[config.mk]
export PLATFORM = sky130hd
export DESIGN_NAME = delta_list_sleep_queue
export DESIGN_NICKNAME = d
export VERILOG_FILES = /design/src/dlsq_pkg.sv /design/src/dlsq_alu.sv /design/src/dlsq_store.sv /design/src/delta_list_sleep_queue.sv
export SDC_FILE = /design/constraint.sdc
export NUM_CORES = 1
export LEC_CHECK = 0
export ABC_CLOCK_PERIOD_IN_PS = 13900
export BUFFER_PORTS_ARGS = -buffer_cell sky130_fd_sc_hd__buf_2
export CAP_MARGIN = 10
export CELL_PAD_IN_SITES_DETAIL_PLACEMENT = 0
export CELL_PAD_IN_SITES_GLOBAL_PLACEMENT = 2
export CORE_MARGIN = 2
export CORE_UTILIZATION = 43
export CTS_CLUSTER_DIAMETER = 80
export DETAILED_ROUTE_END_ITERATION = 10
export GPL_TIMING_DRIVEN = 0
export PLACE_DENSITY_LB_ADDON = 0.12
export SYNTH_ARGS = -nofsm -noshare
export SYNTH_HDL_FRONTEND = slang
export SYNTH_HIERARCHICAL = 1
export SYNTH_SLANG_ARGS = --single-unit
[constraint.sdc]
create_clock -name i_clk -period 13.9 [get_ports i_clk]
set_input_delay 0.695 -clock i_clk [delete_from_list [all_inputs] [get_ports i_clk]]
set_output_delay 0.695 -clock i_clk [all_outputs]
set_load 0.02 [all_outputs]
[src/dlsq_pkg.sv]
// ----------------------------------------------------------------------------
// dlsq_pkg
// Shared types and codes for the delta-list sleep queue.
// ----------------------------------------------------------------------------
package dlsq_pkg;

    localparam int DELTA_W     = 32;   // tick count width
    localparam int ID_W        = 8;    // owner id width on the ports
    localparam int OWNER_MAX_W = 16;   // widest supported stored owner id

    localparam logic CMD_INSERT  = 1'b0;
    localparam logic CMD_TICK    = 1'b1;
    localparam logic KIND_ACK    = 1'b0;
    localparam logic KIND_WAKE   = 1'b1;
    localparam logic STATUS_OK   = 1'b0;
    localparam logic STATUS_FULL = 1'b1;

    typedef struct packed {
        logic               cmd;
        logic [DELTA_W-1:0] sleep_ticks;
        logic [ID_W-1:0]    owner_id;
    } t_in;

    typedef struct packed {
        logic            kind;
        logic            status;
        logic [ID_W-1:0] woken_id;
        logic            last;
    } t_out;

    typedef enum logic {
        ALU_ADD,
        ALU_SUB
    } t_alu_op;

    typedef enum logic [3:0] {
        S_IDLE,
        S_IN_CHECK,
        S_IN_RD,
        S_IN_CMP,
        S_IN_DIFF,
        S_SH_RD,
        S_SH_WR,
        S_IN_WR,
        S_RESP,
        S_TK_HEAD,
        S_TK_RD_NEXT,
        S_TK_NEXT,
        S_TK_EMIT
    } t_state;

endpackage

[src/dlsq_alu.sv]
// ----------------------------------------------------------------------------
// dlsq_alu
// Shared 32-bit add/subtract unit with carry-out, used by every delta arithmetic step.
// ----------------------------------------------------------------------------
module dlsq_alu (
    input  logic [dlsq_pkg::DELTA_W-1:0] i_a,
    input  logic [dlsq_pkg::DELTA_W-1:0] i_b,
    input  dlsq_pkg::t_alu_op            i_op,
    output logic [dlsq_pkg::DELTA_W:0]   o_y
);
    import dlsq_pkg::*;

    always_comb begin
        unique case (i_op)
            ALU_ADD: o_y = {1'b0, i_a} + {1'b0, i_b};
            ALU_SUB: o_y = {1'b0, i_a} - {1'b0, i_b};
            default: o_y = '0;
        endcase
    end

endmodule

[src/dlsq_store.sv]
// ----------------------------------------------------------------------------
// dlsq_store
// Entry memory: delta and owner per slot, one write and one registered read.
// ----------------------------------------------------------------------------
module dlsq_store #(
    parameter int CAPACITY    = 16,
    parameter int OWNER_WIDTH = 8,
    parameter int PTR_W       = 4
) (
    input  logic                         i_clk,
    input  logic                         i_we,
    input  logic [PTR_W-1:0]             i_waddr,
    input  logic [dlsq_pkg::DELTA_W-1:0] i_wdelta,
    input  logic [OWNER_WIDTH-1:0]       i_wowner,
    input  logic [PTR_W-1:0]             i_raddr,
    output logic [dlsq_pkg::DELTA_W-1:0] o_rdelta,
    output logic [OWNER_WIDTH-1:0]       o_rowner
);
    import dlsq_pkg::*;

    logic [DELTA_W-1:0]     r_mem_delta [CAPACITY];
    logic [OWNER_WIDTH-1:0] r_mem_owner [CAPACITY];

    always_ff @(posedge i_clk) begin
        if (i_we) begin
            r_mem_delta[i_waddr] <= i_wdelta;
            r_mem_owner[i_waddr] <= i_wowner;
        end
    end

    always_ff @(posedge i_clk) begin
        o_rdelta <= r_mem_delta[i_raddr];
        o_rowner <= r_mem_owner[i_raddr];
    end

endmodule

[src/delta_list_sleep_queue.sv]
// ----------------------------------------------------------------------------
// delta_list_sleep_queue
// Sorted sleep queue kept as a delta list in a circular entry memory.
// ----------------------------------------------------------------------------
// Usage:
//   Input channel (i_in_valid / o_in_ready / i_in_data) takes one request:
//   cmd = insert (sleep_ticks, owner_id) or cmd = tick.
//   Output channel (o_out_valid / i_out_ready / o_out_data) returns results.
//   An insert always returns one acknowledgement (status ok or full).
//   A tick returns one expiry per leading entry that reaches zero, in queue
//   order, last set on the final one; a tick that frees nothing returns none.
// Sequencing:
//   One request at a time; o_in_ready is high only while the sequencer idles.
//   Insert: each entry scanned takes a memory read, then an add/compare in the
//   shared ALU; each entry moved toward the tail takes a read and a write.
//   Tick: the head is read and decremented; before each expiry is emitted the
//   entry after it, if there is one, is read to see whether it expires too.
//   The single read port of the entry memory sets this step order.
// Reset: synchronous, active low; empties the queue. Entry memory is not
//   cleared; only values from slots inside the live window are ever used.
// Stall: results sit in one output register; the sequencer waits in its
//   response or emit state while that register is full and not taken. A new
//   request is accepted while the last result still waits.
// ----------------------------------------------------------------------------
module delta_list_sleep_queue #(
    parameter int CAPACITY    = 16,
    parameter int OWNER_WIDTH = 8
) (
    input  logic           i_clk,
    input  logic           i_rst_n,
    input  logic           i_in_valid,
    output logic           o_in_ready,
    input  dlsq_pkg::t_in  i_in_data,
    output logic           o_out_valid,
    input  logic           i_out_ready,
    output dlsq_pkg::t_out o_out_data
);
    import dlsq_pkg::*;

    localparam int PTR_W = (CAPACITY > 1) ? $clog2(CAPACITY) : 1;
    localparam int CNT_W = $clog2(CAPACITY + 1);

    // circular pointer helpers
    function automatic logic [PTR_W-1:0] f_inc(input logic [PTR_W-1:0] p);
        return (p == PTR_W'(CAPACITY - 1)) ? '0 : p + 1'b1;
    endfunction

    function automatic logic [PTR_W-1:0] f_dec(input logic [PTR_W-1:0] p);
        return (p == '0) ? PTR_W'(CAPACITY - 1) : p - 1'b1;
    endfunction

    t_state r_state, n_state;

    // queue window: live entries are head .. tail-1 (circular)
    logic [PTR_W-1:0] r_head, r_tail;
    logic [CNT_W-1:0] r_count;

    // insert working registers
    logic [DELTA_W-1:0]     r_req;     // requested ticks, zero forced to one
    logic [OWNER_WIDTH-1:0] r_owner;
    logic [DELTA_W-1:0]     r_acc;     // deadline of entries passed so far
    logic [DELTA_W-1:0]     r_dnew;    // delta of the new entry
    logic [PTR_W-1:0]       r_ptr;     // scan pointer
    logic [PTR_W-1:0]       r_pos;     // slot of the new entry
    logic [PTR_W-1:0]       r_wptr;    // shift pointer, walks tail -> pos
    logic                   r_full;

    // tick working registers
    logic [OWNER_WIDTH-1:0] r_wake_owner;
    logic [OWNER_WIDTH-1:0] r_next_owner;
    logic                   r_more;    // entry after the expiring one expires too

    // output register
    logic r_out_valid;
    t_out r_out;

    // memory and ALU hookup
    logic                   mem_we;
    logic [PTR_W-1:0]       mem_waddr, mem_raddr;
    logic [DELTA_W-1:0]     mem_wdelta, rd_delta;
    logic [OWNER_WIDTH-1:0] mem_wowner, rd_owner;
    logic [DELTA_W-1:0]     alu_a, alu_b;
    t_alu_op                alu_op;
    logic [DELTA_W:0]       alu_y;

    logic                   in_fire, slot_free, out_load;
    t_out                   out_next;
    logic [DELTA_W-1:0]     head_dec;   // head delta after the tick, saturating
    logic                   scan_hit;
    logic [OWNER_MAX_W-1:0] owner_in_ext, wake_ext;

    assign o_in_ready   = (r_state == S_IDLE);
    assign in_fire      = i_in_valid && o_in_ready;
    assign slot_free    = !r_out_valid || i_out_ready;
    assign o_out_valid  = r_out_valid;
    assign o_out_data   = r_out;

    assign owner_in_ext = OWNER_MAX_W'(i_in_data.owner_id);
    assign wake_ext     = OWNER_MAX_W'(r_wake_owner);
    assign head_dec     = (rd_delta == '0) ? '0 : alu_y[DELTA_W-1:0];
    assign scan_hit     = (alu_y >= {1'b0, r_req});

    dlsq_store #(
        .CAPACITY    (CAPACITY),
        .OWNER_WIDTH (OWNER_WIDTH),
        .PTR_W       (PTR_W)
    ) u_store (
        .i_clk    (i_clk),
        .i_we     (mem_we),
        .i_waddr  (mem_waddr),
        .i_wdelta (mem_wdelta),
        .i_wowner (mem_wowner),
        .i_raddr  (mem_raddr),
        .o_rdelta (rd_delta),
        .o_rowner (rd_owner)
    );

    dlsq_alu u_alu (
        .i_a  (alu_a),
        .i_b  (alu_b),
        .i_op (alu_op),
        .o_y  (alu_y)
    );

    // ---------------- next state ----------------
    always_comb begin
        n_state = r_state;
        unique case (r_state)
            S_IDLE: begin
                if (in_fire) begin
                    if (i_in_data.cmd == CMD_INSERT) begin
                        n_state = S_IN_CHECK;
                    end else if (r_count != '0) begin
                        n_state = S_TK_HEAD;
                    end
                end
            end
            S_IN_CHECK: begin
                if (r_count == CNT_W'(CAPACITY)) begin
                    n_state = S_RESP;
                end else if (r_count == '0) begin
                    n_state = S_IN_DIFF;
                end else begin
                    n_state = S_IN_RD;
                end
            end
            S_IN_RD: n_state = S_IN_CMP;
            S_IN_CMP: begin
                if (scan_hit || f_inc(r_ptr) == r_tail) begin
                    n_state = S_IN_DIFF;
                end else begin
                    n_state = S_IN_RD;
                end
            end
            S_IN_DIFF: n_state = S_SH_RD;
            S_SH_RD: n_state = (r_wptr == r_pos) ? S_IN_WR : S_SH_WR;
            S_SH_WR: n_state = S_SH_RD;
            S_IN_WR: n_state = S_RESP;
            S_RESP: begin
                if (slot_free) begin
                    n_state = S_IDLE;
                end
            end
            S_TK_HEAD: begin
                if (head_dec != '0) begin
                    n_state = S_IDLE;
                end else if (r_count == CNT_W'(1)) begin
                    n_state = S_TK_EMIT;
                end else begin
                    n_state = S_TK_RD_NEXT;
                end
            end
            S_TK_RD_NEXT: n_state = S_TK_NEXT;
            S_TK_NEXT: n_state = S_TK_EMIT;
            S_TK_EMIT: begin
                if (slot_free) begin
                    if (!r_more) begin
                        n_state = S_IDLE;
                    end else if (r_count == CNT_W'(2)) begin
                        n_state = S_TK_EMIT;
                    end else begin
                        n_state = S_TK_RD_NEXT;
                    end
                end
            end
            default: n_state = S_IDLE;
        endcase
    end

    // ---------------- datapath control ----------------
    always_comb begin
        mem_we     = 1'b0;
        mem_waddr  = r_pos;
        mem_wdelta = r_dnew;
        mem_wowner = r_owner;
        mem_raddr  = r_head;
        alu_a      = r_acc;
        alu_b      = rd_delta;
        alu_op     = ALU_ADD;
        out_load   = 1'b0;
        out_next   = '0;
        unique case (r_state)
            S_IN_RD: mem_raddr = r_ptr;
            S_IN_CMP: begin
                // acc + delta against the request
                alu_a  = r_acc;
                alu_b  = rd_delta;
                alu_op = ALU_ADD;
            end
            S_IN_DIFF: begin
                alu_a  = r_req;
                alu_b  = r_acc;
                alu_op = ALU_SUB;
            end
            S_SH_RD: mem_raddr = f_dec(r_wptr);
            S_SH_WR: begin
                // move one entry up; the follower of the new entry has the new delta taken off its own
                alu_a      = rd_delta;
                alu_b      = r_dnew;
                alu_op     = ALU_SUB;
                mem_we     = 1'b1;
                mem_waddr  = r_wptr;
                mem_wdelta = (f_dec(r_wptr) == r_pos) ? alu_y[DELTA_W-1:0] : rd_delta;
                mem_wowner = rd_owner;
            end
            S_IN_WR: begin
                mem_we     = 1'b1;
                mem_waddr  = r_pos;
                mem_wdelta = r_dnew;
                mem_wowner = r_owner;
            end
            S_RESP: begin
                out_load        = slot_free;
                out_next.kind   = KIND_ACK;
                out_next.status = r_full;
                out_next.last   = 1'b1;
            end
            S_TK_HEAD: begin
                alu_a      = rd_delta;
                alu_b      = DELTA_W'(1);
                alu_op     = ALU_SUB;
                mem_we     = (head_dec != '0);
                mem_waddr  = r_head;
                mem_wdelta = head_dec;
                mem_wowner = rd_owner;
            end
            S_TK_RD_NEXT: mem_raddr = f_inc(r_head);
            S_TK_EMIT: begin
                out_load          = slot_free;
                out_next.kind     = KIND_WAKE;
                out_next.status   = STATUS_OK;
                out_next.woken_id = wake_ext[ID_W-1:0];
                out_next.last     = !r_more;
            end
            default: ;
        endcase
    end

    // ---------------- registers ----------------
    always_ff @(posedge i_clk) begin
        if (!i_rst_n) begin
            r_state     <= S_IDLE;
            r_head      <= '0;
            r_tail      <= '0;
            r_count     <= '0;
            r_out_valid <= 1'b0;
        end else begin
            r_state <= n_state;
            if (out_load) begin
                r_out_valid <= 1'b1;
            end else if (i_out_ready) begin
                r_out_valid <= 1'b0;
            end
            if (r_state == S_IN_WR) begin
                r_count <= r_count + 1'b1;
                r_tail  <= f_inc(r_tail);
            end
            if (r_state == S_TK_EMIT && slot_free) begin
                r_count <= r_count - 1'b1;
                r_head  <= f_inc(r_head);
            end
        end
    end

    always_ff @(posedge i_clk) begin
        if (out_load) begin
            r_out <= out_next;
        end
        unique case (r_state)
            S_IDLE: begin
                r_req   <= (i_in_data.sleep_ticks == '0) ? DELTA_W'(1)
                                                         : i_in_data.sleep_ticks;
                r_owner <= owner_in_ext[OWNER_WIDTH-1:0];
            end
            S_IN_CHECK: begin
                r_full <= (r_count == CNT_W'(CAPACITY)) ? STATUS_FULL : STATUS_OK;
                r_acc  <= '0;
                r_ptr  <= r_head;
                r_pos  <= r_tail;
            end
            S_IN_CMP: begin
                if (scan_hit) begin
                    r_pos <= r_ptr;
                end else begin
                    r_acc <= alu_y[DELTA_W-1:0];
                    r_ptr <= f_inc(r_ptr);
                    r_pos <= r_tail;
                end
            end
            S_IN_DIFF: begin
                r_dnew <= alu_y[DELTA_W-1:0];
                r_wptr <= r_tail;
            end
            S_SH_WR: r_wptr <= f_dec(r_wptr);
            S_TK_HEAD: begin
                r_wake_owner <= rd_owner;
                r_more       <= 1'b0;
            end
            S_TK_NEXT: begin
                r_more       <= (rd_delta == '0);
                r_next_owner <= rd_owner;
            end
            S_TK_EMIT: begin
                if (slot_free && r_more) begin
                    r_wake_owner <= r_next_owner;
                    if (r_count == CNT_W'(2)) begin
                        r_more <= 1'b0;
                    end
                end
            end
            default: ;
        endcase
    end

endmodule

[Yosys cells after proc, flatten, opt, wreduce, memory -nomap -nowiden]
Memory sizes are Yosys's and may differ from the RTL's. A register that Yosys moved wholly into a read port is not among the register bits.
Cells that the tools add are included.
Storage, ports and cells
  logic and storage cells: 140
  memories: 2
  bits in writable memories: 640
  register bits after elaboration: 163
  ROM bits: 0
  bits in latches: 0
Memories
  u_store.r_mem_delta: depth 16, width 32, rd ports 1, clocked after Yosys merged registers in 1, wr ports 1, RTL line dlsq_store.sv:21  | logic [DELTA_W-1:0] r_mem_delta [CAPACITY];
  u_store.r_mem_owner: depth 16, width 8, rd ports 1, clocked after Yosys merged registers in 1, wr ports 1, RTL line dlsq_store.sv:22  | logic [OWNER_WIDTH-1:0] r_mem_owner [CAPACITY];
Cells by class
  reduce and logical (&&, ||, !) cells: 29
  eq/ne operators: 28
  mux-type cells: 51
  $lt $le $gt $ge: 1
  add/sub/neg operators: 8
  shift-type cells: 0
  divide/modulo/power cells: 0
  bitwise logic cells: 1
  multiply operators: 0
Operators by type and width (number)
  $pmux 32 s2: 3
  $mux 32: 3
  $pmux 32 s3: 1
  $pmux 33 s2: 1
  $logic_not 32->1: 2
  $mux 4: 14
  $pmux 4 s12: 1
  $add 32x32->33: 1
  $ge 33x32->1: 1
  $sub 32x32->33: 1
  $eq 4x4->1 const B: 8
  $pmux 4 s2: 4
  $reduce_bool 32->1: 1
  $eq 4x3->1 const B: 4
  $mux 8: 2
  $pmux 8 s2: 1
  $add 4x1->4 const B: 3
  $eq 4x4->1: 3
  $mux 3: 4
  $pmux 4 s3: 1
  $mux 1: 10
  $mux 5: 2
  $reduce_bool 2->1: 5
  $eq 4x2->1 const B: 2
  other kinds (26): 40

[Depth between registers and ports, before layout]
Gate-level depths: netlist of run 1.
  depth after elaboration: 10
  mapped depth: 30
  depth with buffers taken out: 27

[Cells and area by module]
The synthesis of run 1 kept the hierarchy.
Modules (own cells, without submodules)
  dlsq_store: sequential area each 20019.2 um^2, area an instance 25130.4 um^2, instances 1, cells an instance 1040
  delta_list_sleep_queue: sequential area each 4714.5 um^2, area an instance 9401.5 um^2, instances 1, cells an instance 891
  dlsq_alu: sequential area each 0.0 um^2, area an instance 2413.6 um^2, instances 1, cells an instance 360

[Least setup slack after synthesis of run 1]
No wires, ideal clock.
  path kind: register to register
  start point: register r_state[1]
  end point: register r_acc[0] (enable)
  period minus slack after synthesis: 9.556 ns
  path buffers: 3
  setup time: 0.485 ns
  cell stages (with the launch flop): 26
  data arrival time: 9.072 ns
  path slack: 4.344 ns
  path through: dfxtp_1 -> nand2b_1 -> buf_2 -> nor3_2 -> clkbuf_1 -> a222oi_1 -> inv_1 -> nor3_2 -> nand2_1 -> or3_4 -> nor4_2 -> nor2_1 -> xnor2_1 -> ha_1 -> clkbuf_1 -> nand2_1 -> or4_1 -> o31ai_1 -> a41oi_1 -> xnor2_1 -> ha_1 -> and4b_1 -> a2111oi_0 -> o211a_1 -> nand2_1 -> a21boi_0
Between the ends
  elaborated cells between the ends (all ways): 18
  classes of those cells: add/sub: 2; order compare: 1; eq/ne: 6; mux: 4; bitwise: 1; reduce/logical: 4
RTL lines
  start: declaration: RTL line delta_list_sleep_queue.sv:52  | t_state r_state, n_state;
  start signal: assignment: RTL line delta_list_sleep_queue.sv:268  | r_state <= n_state;
  $eq 4x4->1 / $eq 4x3->1 (equally long branches): RTL line delta_list_sleep_queue.sv:202  | unique case (r_state)
  $pmux 32 s3 (*): RTL line delta_list_sleep_queue.sv:202
  net alu_b[14]: RTL line delta_list_sleep_queue.sv:82  | logic [DELTA_W-1:0] alu_a, alu_b;
  $sub 32x32->33 / $add 32x32->33 (equally long branches): RTL line dlsq_alu.sv:16, dlsq_alu.sv:15
  $pmux 33 s2 (*): RTL line dlsq_alu.sv:14  | unique case (i_op)
  net alu_y[31]: RTL line delta_list_sleep_queue.sv:84  | logic [DELTA_W:0] alu_y;
  $ge 33x32->1 (*): RTL line delta_list_sleep_queue.sv:101  | assign scan_hit = (alu_y >= {1'b0, r_req});
  $ne 2x2->1 (no line) (*)
  $reduce_and 2->1 (no line) (*)
  end signal: assignment: RTL line delta_list_sleep_queue.sv:305  | r_acc <= alu_y[DELTA_W-1:0];
  end: declaration: RTL line delta_list_sleep_queue.sv:61  | logic [DELTA_W-1:0] r_acc;
Mark *: on every way through the listed nets, which the timed path passes. The rest lies on a longest branch.
A chain may end at the register's enable or synchronous reset.

[Final worst setup path of run 1]
  start point: register r_state[0]
  end point: memory u_store.r_mem_delta[0][24] (enable)
Between the ends
  elaborated cells between the ends (all ways): 20
  classes of those cells: add/sub: 2; eq/ne: 4; mux: 9; bitwise: 1; reduce/logical: 4
RTL lines
  $eq 4x4->1 / $eq 4x3->1 (equally long branches): RTL line delta_list_sleep_queue.sv:202
  $pmux 32 s3 (*): RTL line delta_list_sleep_queue.sv:202
  net alu_b[14]: RTL line delta_list_sleep_queue.sv:82
  $sub 32x32->33 / $add 32x32->33 (equally long branches): RTL line dlsq_alu.sv:16, dlsq_alu.sv:15
  $pmux 33 s2 (*): RTL line dlsq_alu.sv:14
  net alu_y[27]: RTL line delta_list_sleep_queue.sv:84
  $mux 32 (*): RTL line delta_list_sleep_queue.sv:100  | assign head_dec = (rd_delta == '0) ? '0 : alu_y[DELTA_W-1:0];
  $reduce_bool 32->1 (*): RTL line delta_list_sleep_queue.sv:242  | mem_we = (head_dec != '0);
  $pmux 1 s2 (*): RTL line delta_list_sleep_queue.sv:202
  net mem_we: RTL line delta_list_sleep_queue.sv:78  | logic mem_we;
  $mux 1 (*): RTL line dlsq_store.sv:25  | if (i_we) begin
  $mux 1 (implied by the code) (*): RTL line dlsq_store.sv:26  | r_mem_delta[i_waddr] <= i_wdelta;
  end: declaration: RTL line dlsq_store.sv:21
Marks and branches as above.

==> impl_metrics.ini, run 1 <==
[sta]
tightestPinTransition_ps = 1150
finalCritPeriodShare_pct = 68.7
finalWorstSetupSlack_ps = 4350
slew_headroom_pct = 23.0
holdWs_ps = 209
finClkSkew_ps = 33.7
tns_ps = 0
fmax_ghz = 0.105
min_period_ps = 9550
rsz0062_at_grt = no
drv_slew = 0
setup_violations = 0
hold_viol = 0

[synthesis]
synth-warning-count = 6
synth_compound_area_share_pct = 8.17
netlist_top_cells_area = edfxtp_1, mux4_2, mux4_1
synth_mux_area_share_pct = 10.9
netlist_area_um2 = 36900
synthCells = 2291
synth-edff-count = 785
yosys.area.top_type = edfxtp_1
ys_seq_area_share_pct = 66.9
synthArstFlopShare_pct = 0
synth_top_family_by_area = multiplexers
synth_seq_cells = 843
synth_xor_area_share_pct = 1.87
synthAdderAreaFrac_pct = 2.56
synth_most_common_cell = edfxtp_1
yosysUniqueCellTypes = 77
synth_simple_gate_area_share_pct = 6.12
yosysTopAreaCellShare_pct = 63.8
syn-mean-instance-area_um2 = 16.1
synth_ff_type = edfxtp_1
synthTopCellsByCount = edfxtp_1, nand2_1, inv_1, clkbuf_1, mux4_2
syn-num-nets = 2411

[critical_path]
crit_path_max_incr_delay_ps = 720
crit_type = reg2reg
reg2reg_depth = 31
arrival_ps = 9910
rr_endpoint = u_store/r_mem_delta[0][24]
reg2reg_from = r_state[0]
r2r_slack_ps = 4350
critPathRequiredTime_ps = 14260
crit_fanout = 10
cp-end-kind = register
start_kind = register
crit_buf_inv = 9
path_delay_family = simple AND/OR/NAND/NOR gates
critPathSlowestCell = nor4_2
startpoint = r_state[0]

[routing]
drt_wl_total_um = 102000
drtAntennaViolNets = 0
wire_per_inst_um = 27.5
drt_iter0_drc = 2262
vias = 21700
drc = 0
viasPerCell = 5.86
drt-pass1-iter-count = 8

[cts]
cts_tree = built
cts_max_path_buffers = 3
cts.sinks = 843
clkTransAtPathRegs_ps = 60
ctsHoldBuffers = 0
post_cts_buffers = 0
htreeDepth = 3
cts_buffers = 90
clkLatencyLatePin_ps = 660
root_buffer = clkbuf_16
post_cts_resized = 0

[cells_and_area]
antenna_cells = 0
area_delta_synth_final_pct = 15.1
drive_above_1_share_pct = 16.9
fin_nets = 2611
n_fill_cell = 7213
final_cells = 3711

[global_route]
antenna_found_initial = 3
overflow = 0
grt_max_degree = 36
grt_first_pass_wirelength_um = 149000
grt_pass1_vias = 22200
gr-usage-all-layers_pct = 23.0

[hold_path]
hold_end = r_owner[6]
hold_depth = 1
hold_start = i_in_data[6]
hold_path.class = in2reg

[placed_design]
dp_cells = 3543
portBuffers = 57
hpwl_um = 72900
gp_congestion = 0.881
place_ws_ps = 4530

[power]
power_density_nw_per_um2 = 141
irDropWorstVdd_mv = 0.105
p_leak_nw = 14.5
power_w = 0.00599

[outcome]
outcome = complete, no violations

[run]
cap_violations = 0

[die]
core_area_um2 = 85100
core.rowCount = 107
die-area_um2 = 88300
die_w_um = 297
initial_core_util_pct = 43.4
io_pins = 58
fp.dieH_um = 297
-- flip-flops by register name, indices dropped and copies added (netlist names), 8 cells and up --
name and cells:
r_owner 8, u_store/o_rdelta 32, r_wake_owner 8, u_store/r_mem_owner 128, o_out_data 11, r_req 32
r_dnew 32, r_next_owner 8, u_store/r_mem_delta 512, u_store/o_rowner 8, r_acc 32
-- cell families (layout without fill, tap and decap cells) --
kind of cell               count (synthesis)  after routing
DFF                                      843            843
and+or+nand+nor                          443            443
AOI/OAI and AO/OA                        400            400
buffers and inverters                    274            550
muxes                                    177            177
xor gates and xnor gates                  79             79
adders and majority gates                 75             75
-- layer usage --
layer  vias to the layer above  share of wire, %  track usage, %  wire, um
li1                       9627                 -               -         -
met1                     11300                44            32.3     45100
met2                       702                49            38.7     50000
met3                       130               4.8            2.56      4910
met4                         2               1.9            5.41      1970
met5                         -             0.013               0        13
-- worst max path at each step --
stage                                  end  slack (ps)  depth (start not counted)
2_1_floorplan                     r_acc[0]        4340                         25
3_3_place_gp   u_store/r_mem_delta[12][27]       -1430                         28
5_1_grt        u_store/r_mem_delta[12][30]        3820                         29
6_report        u_store/r_mem_delta[0][24]        4350                         31
3_5_place_dp    u_store/r_mem_delta[0][27]        4530                         31
4_1_cts         u_store/r_mem_delta[0][24]        4450                         31
-- layout make-up --
| cell class | instances | area [um^2] | area share (%) |
|---|---|---|---|
| Sequential cell | 843 | 24700 | 58.1 |
| Timing Repair Buffer | 108 | 1060 | 2.49 |
| Inverter | 124 | 465 | 1.09 |
| Clock buffer | 130 | 2600 | 6.10 |
| Clock inverter | 38 | 379 | 0.891 |
| Multi-Input combinational cell | 1174 | 11100 | 26.0 |
| Tap cell | 1144 | 1430 | 3.36 |
| Buffer | 150 | 811 | 1.91 |
-- cells in the final DEF (no fill, tap or decap), types with 18 or more instances in the layout --
| master | synthesis | final |
|---|---|---|
| a31oi_1 | 22 | 22 |
| a221o_1 | 34 | 34 |
| clkbuf_1 | 106 | 129 |
| nor2_1 | 83 | 71 |
| ha_1 | 74 | 74 |
| clkbuf_16 | 0 | 93 |
| and2_1 | 51 | 51 |
| inv_1 | 124 | 124 |
| o21ai_0 | 37 | 37 |
| a222oi_1 | 63 | 63 |
| a22oi_1 | 87 | 87 |
| a21o_1 | 18 | 18 |
| edfxtp_1 | 785 | 785 |
| nor4_1 | 29 | 28 |
| a21oi_1 | 68 | 68 |
| mux4_2 | 100 | 100 |
| xor2_1 | 22 | 22 |
| nor3_1 | 22 | 18 |
| mux4_1 | 60 | 60 |
| buf_12 | 11 | 31 |
| buf_2 | 21 | 78 |
| and3_1 | 43 | 43 |
| dfxtp_1 | 58 | 58 |
| buf_6 | 5 | 25 |
| nand2_1 | 136 | 136 |
| nand4_1 | 21 | 21 |
| xnor2_1 | 57 | 57 |
-- stage by stage --
stage / utilization, % / area (um^2)
after floorplan: - / 36900
after global placement: 45.4 / 38700
after detailed placement: 46.5 / 39600
after CTS: 50.0 / 42500
after global routing: 50.0 / 42500
final: 50.0 / 42500
-- where the power goes --
part | leakage [nW] | switching, W | internal (W)
clock network | 1.46 | 0.000999 | 0.00138
registers | 7.62 | 0.0000372 | 0.00285
logic | 5.43 | 0.000487 | 0.000231
-- worst reg2reg max path: cells and delay by family, from the launching register on --
kind / cells / cell delay, ps
and+or+nand+nor: 15 / 4350
buffers and inverters: 9 / 1960
AOI/OAI and AO/OA: 4 / 1620
xor gates and xnor gates: 2 / 750
DFF: 1 / 300
adders and majority gates: 1 / 280
Note: power is estimated with default switching activity, not from simulation.
==> inputs of run 2 (changes only) <==
- ABC_CLOCK_PERIOD_IN_PS: 13900 -> 8000
- clock period: 13.9 -> 8 ns (I/O delays scaled with it)
==> impl_metrics.ini, run 2 (synthesized netlist as in run 1, its figures left out) <==
[cells_and_area]
largest_registers = u_store/r_mem_delta (512), u_store/r_mem_owner (128)
layout_common_cells = edfxtp_1, nand2_1, inv_1
fin_nets = 2665
final_cells = 3770
final_common_cell = edfxtp_1
drive_above_1_share_pct = 19.4
final_core_util_pct = 51.3
top_register = u_store/r_mem_delta
n_fill_cell = 7160
largest_register_ffs = 512
area_delta_synth_final_pct = 18.2

[placed_design]
hpwl_um = 71400
dp_cells = 3531
portBuffers = 57
gp_congestion = 0.858

[sta]
tightestPinTransition_ps = 1010
holdWs_ps = 55.3
setup_violations = 0
hold_viol = 0
fmax_ghz = 0.129
finalCritPeriodShare_pct = 96.7
finClkSkew_ps = 51.7
min_period_ps = 7740
drv_slew = 0
tns_ps = 0
slew_headroom_pct = 32.2

[critical_path]
arrival_ps = 8140
cp-end-kind = register
crit_path_frequent_cell = nor2_4
start_kind = register
critPathRequiredTime_ps = 8400
critPathSlowestCell = or4_4
reg2reg_from = r_state[0]
crit_type = reg2reg
startpoint = r_state[0]
crit_fanout = 21
crit_path_max_incr_delay_ps = 550

[die]
fp.dieH_um = 297
core_area_um2 = 85100
initial_core_util_pct = 43.4
core.rowCount = 107
io_pins = 58
die_w_um = 297
die-area_um2 = 88300

[routing]
drtAntennaViolNets = 0
drt_iter0_drc = 2215
drc = 0
drt-pass1-iter-count = 6
vias = 22000
drt_wl_total_um = 104000
viasPerCell = 5.83
wire_per_inst_um = 27.7

[cts]
cts_tree = built
root_buffer = clkbuf_16
cts_buffers = 92
cts.sinks = 843
clkTransAtPathRegs_ps = 60
htreeDepth = 3
cts_max_path_buffers = 3
clkLatencyLatePin_ps = 660

[power]
p_leak_nw = 15.0
power_density_nw_per_um2 = 245
irDropWorstVdd_mv = 0.174

[global_route]
grt_first_pass_wirelength_um = 151000
grt_pass1_vias = 22300
grt_max_degree = 37
gr-usage-all-layers_pct = 23.4
antenna_found_initial = 3
overflow = 0

[outcome]
outcome = complete, no violations

[hold_path]
hold_start = i_in_data[39]
hold_path.class = in2reg

[run]
cap_violations = 0
-- run 2: cell types whose count changed in the layout (fill, tap and decap cells not counted), moves of 7 or more --
cell | previous run | this run
buf_12 | 31 | 40
buf_6 | 25 | 6
xnor2_1 | 57 | 50
nor3_4 | 0 | 7
clkinv_1 | 9 | 16
xnor2_2 | 0 | 7
dlygate4sd3_1 | 0 | 22
clkbuf_1 | 129 | 121
buf_4 | 8 | 38
clkbuf_8 | 13 | 6
-- run 2: worst max-delay path, delay by kind of cell, from the launching register on --
family | cells | cell delay (ps)
buf+inv | 8 | 1490
simple gates | 16 | 3790
xor+xnor | 2 | 340
flops | 1 | 300
fa+ha+maj | 1 | 410
compound gates | 6 | 1090
-- run 2: worst paths after layout --
path | to | slack (ps) | cells after the start
max | u_store/r_mem_delta[6][14] | 260 | 33
min reg2reg | r_next_owner[0] | 480 | 0
min | r_req[31] | 60 | 2
max reg2reg | u_store/r_mem_delta[6][14] | 260 | 33
-- run 2: layout make-up --
type	count	area (um^2)	area share, %
Sequential cell	843	24700	56.7
Multi-Input combinational cell	1178	11400	26.1
Clock buffer	124	2500	5.74
Timing Repair Buffer	160	1700	3.89
Tap cell	1144	1430	3.28
Buffer	146	808	1.85
Clock inverter	50	601	1.38
Inverter	124	465	1.07
Antenna cell	1	2.50	0.00573
-- run 2: metrics by stage --
| stage | power [W] | instance area (um^2) | setup slack, ps |
|---|---|---|---|
| after floorplan | 0.00588 | 37000 | -297 |
| after global placement | 0.00633 | 38700 | -4860 |
| after detailed placement | 0.00636 | 39600 | -1590 |
| after CTS | 0.0107 | 43400 | 40.3 |
| after global routing | 0.0111 | 43700 | -8.87 |
| final | 0.0107 | 43700 | 263 |
-- run 2: timing repair --
action | in CTS | in global routing
endpoints found under the hold margin | 22 | 0
hold buffers | 22 | 0
setup buffers | 30 | 11
resized for setup | 36 | 36
pin swaps | 23 | 14
setup endpoints to repair | 683 | 682
cloned | 4 | 1
-- run 2: power by group --
group,internal (W),total [W],switching [W]
combinational,0.000480,0.00139,0.000908
clock,0.00254,0.00430,0.00176
sequential,0.00496,0.00502,0.0000640
total,0.00798,0.0107,0.00273
-- run 2: per-layer routing --
layer | vias up | wire, um | GRT usage, %
li1 | 9746 | - | -
met1 | 11400 | 45800 | 32.8
met3 | 139 | 4940 | 2.99
met5 | - | 0 | 0
met2 | 675 | 51200 | 38.7
met4 | 0 | 2280 | 6.01
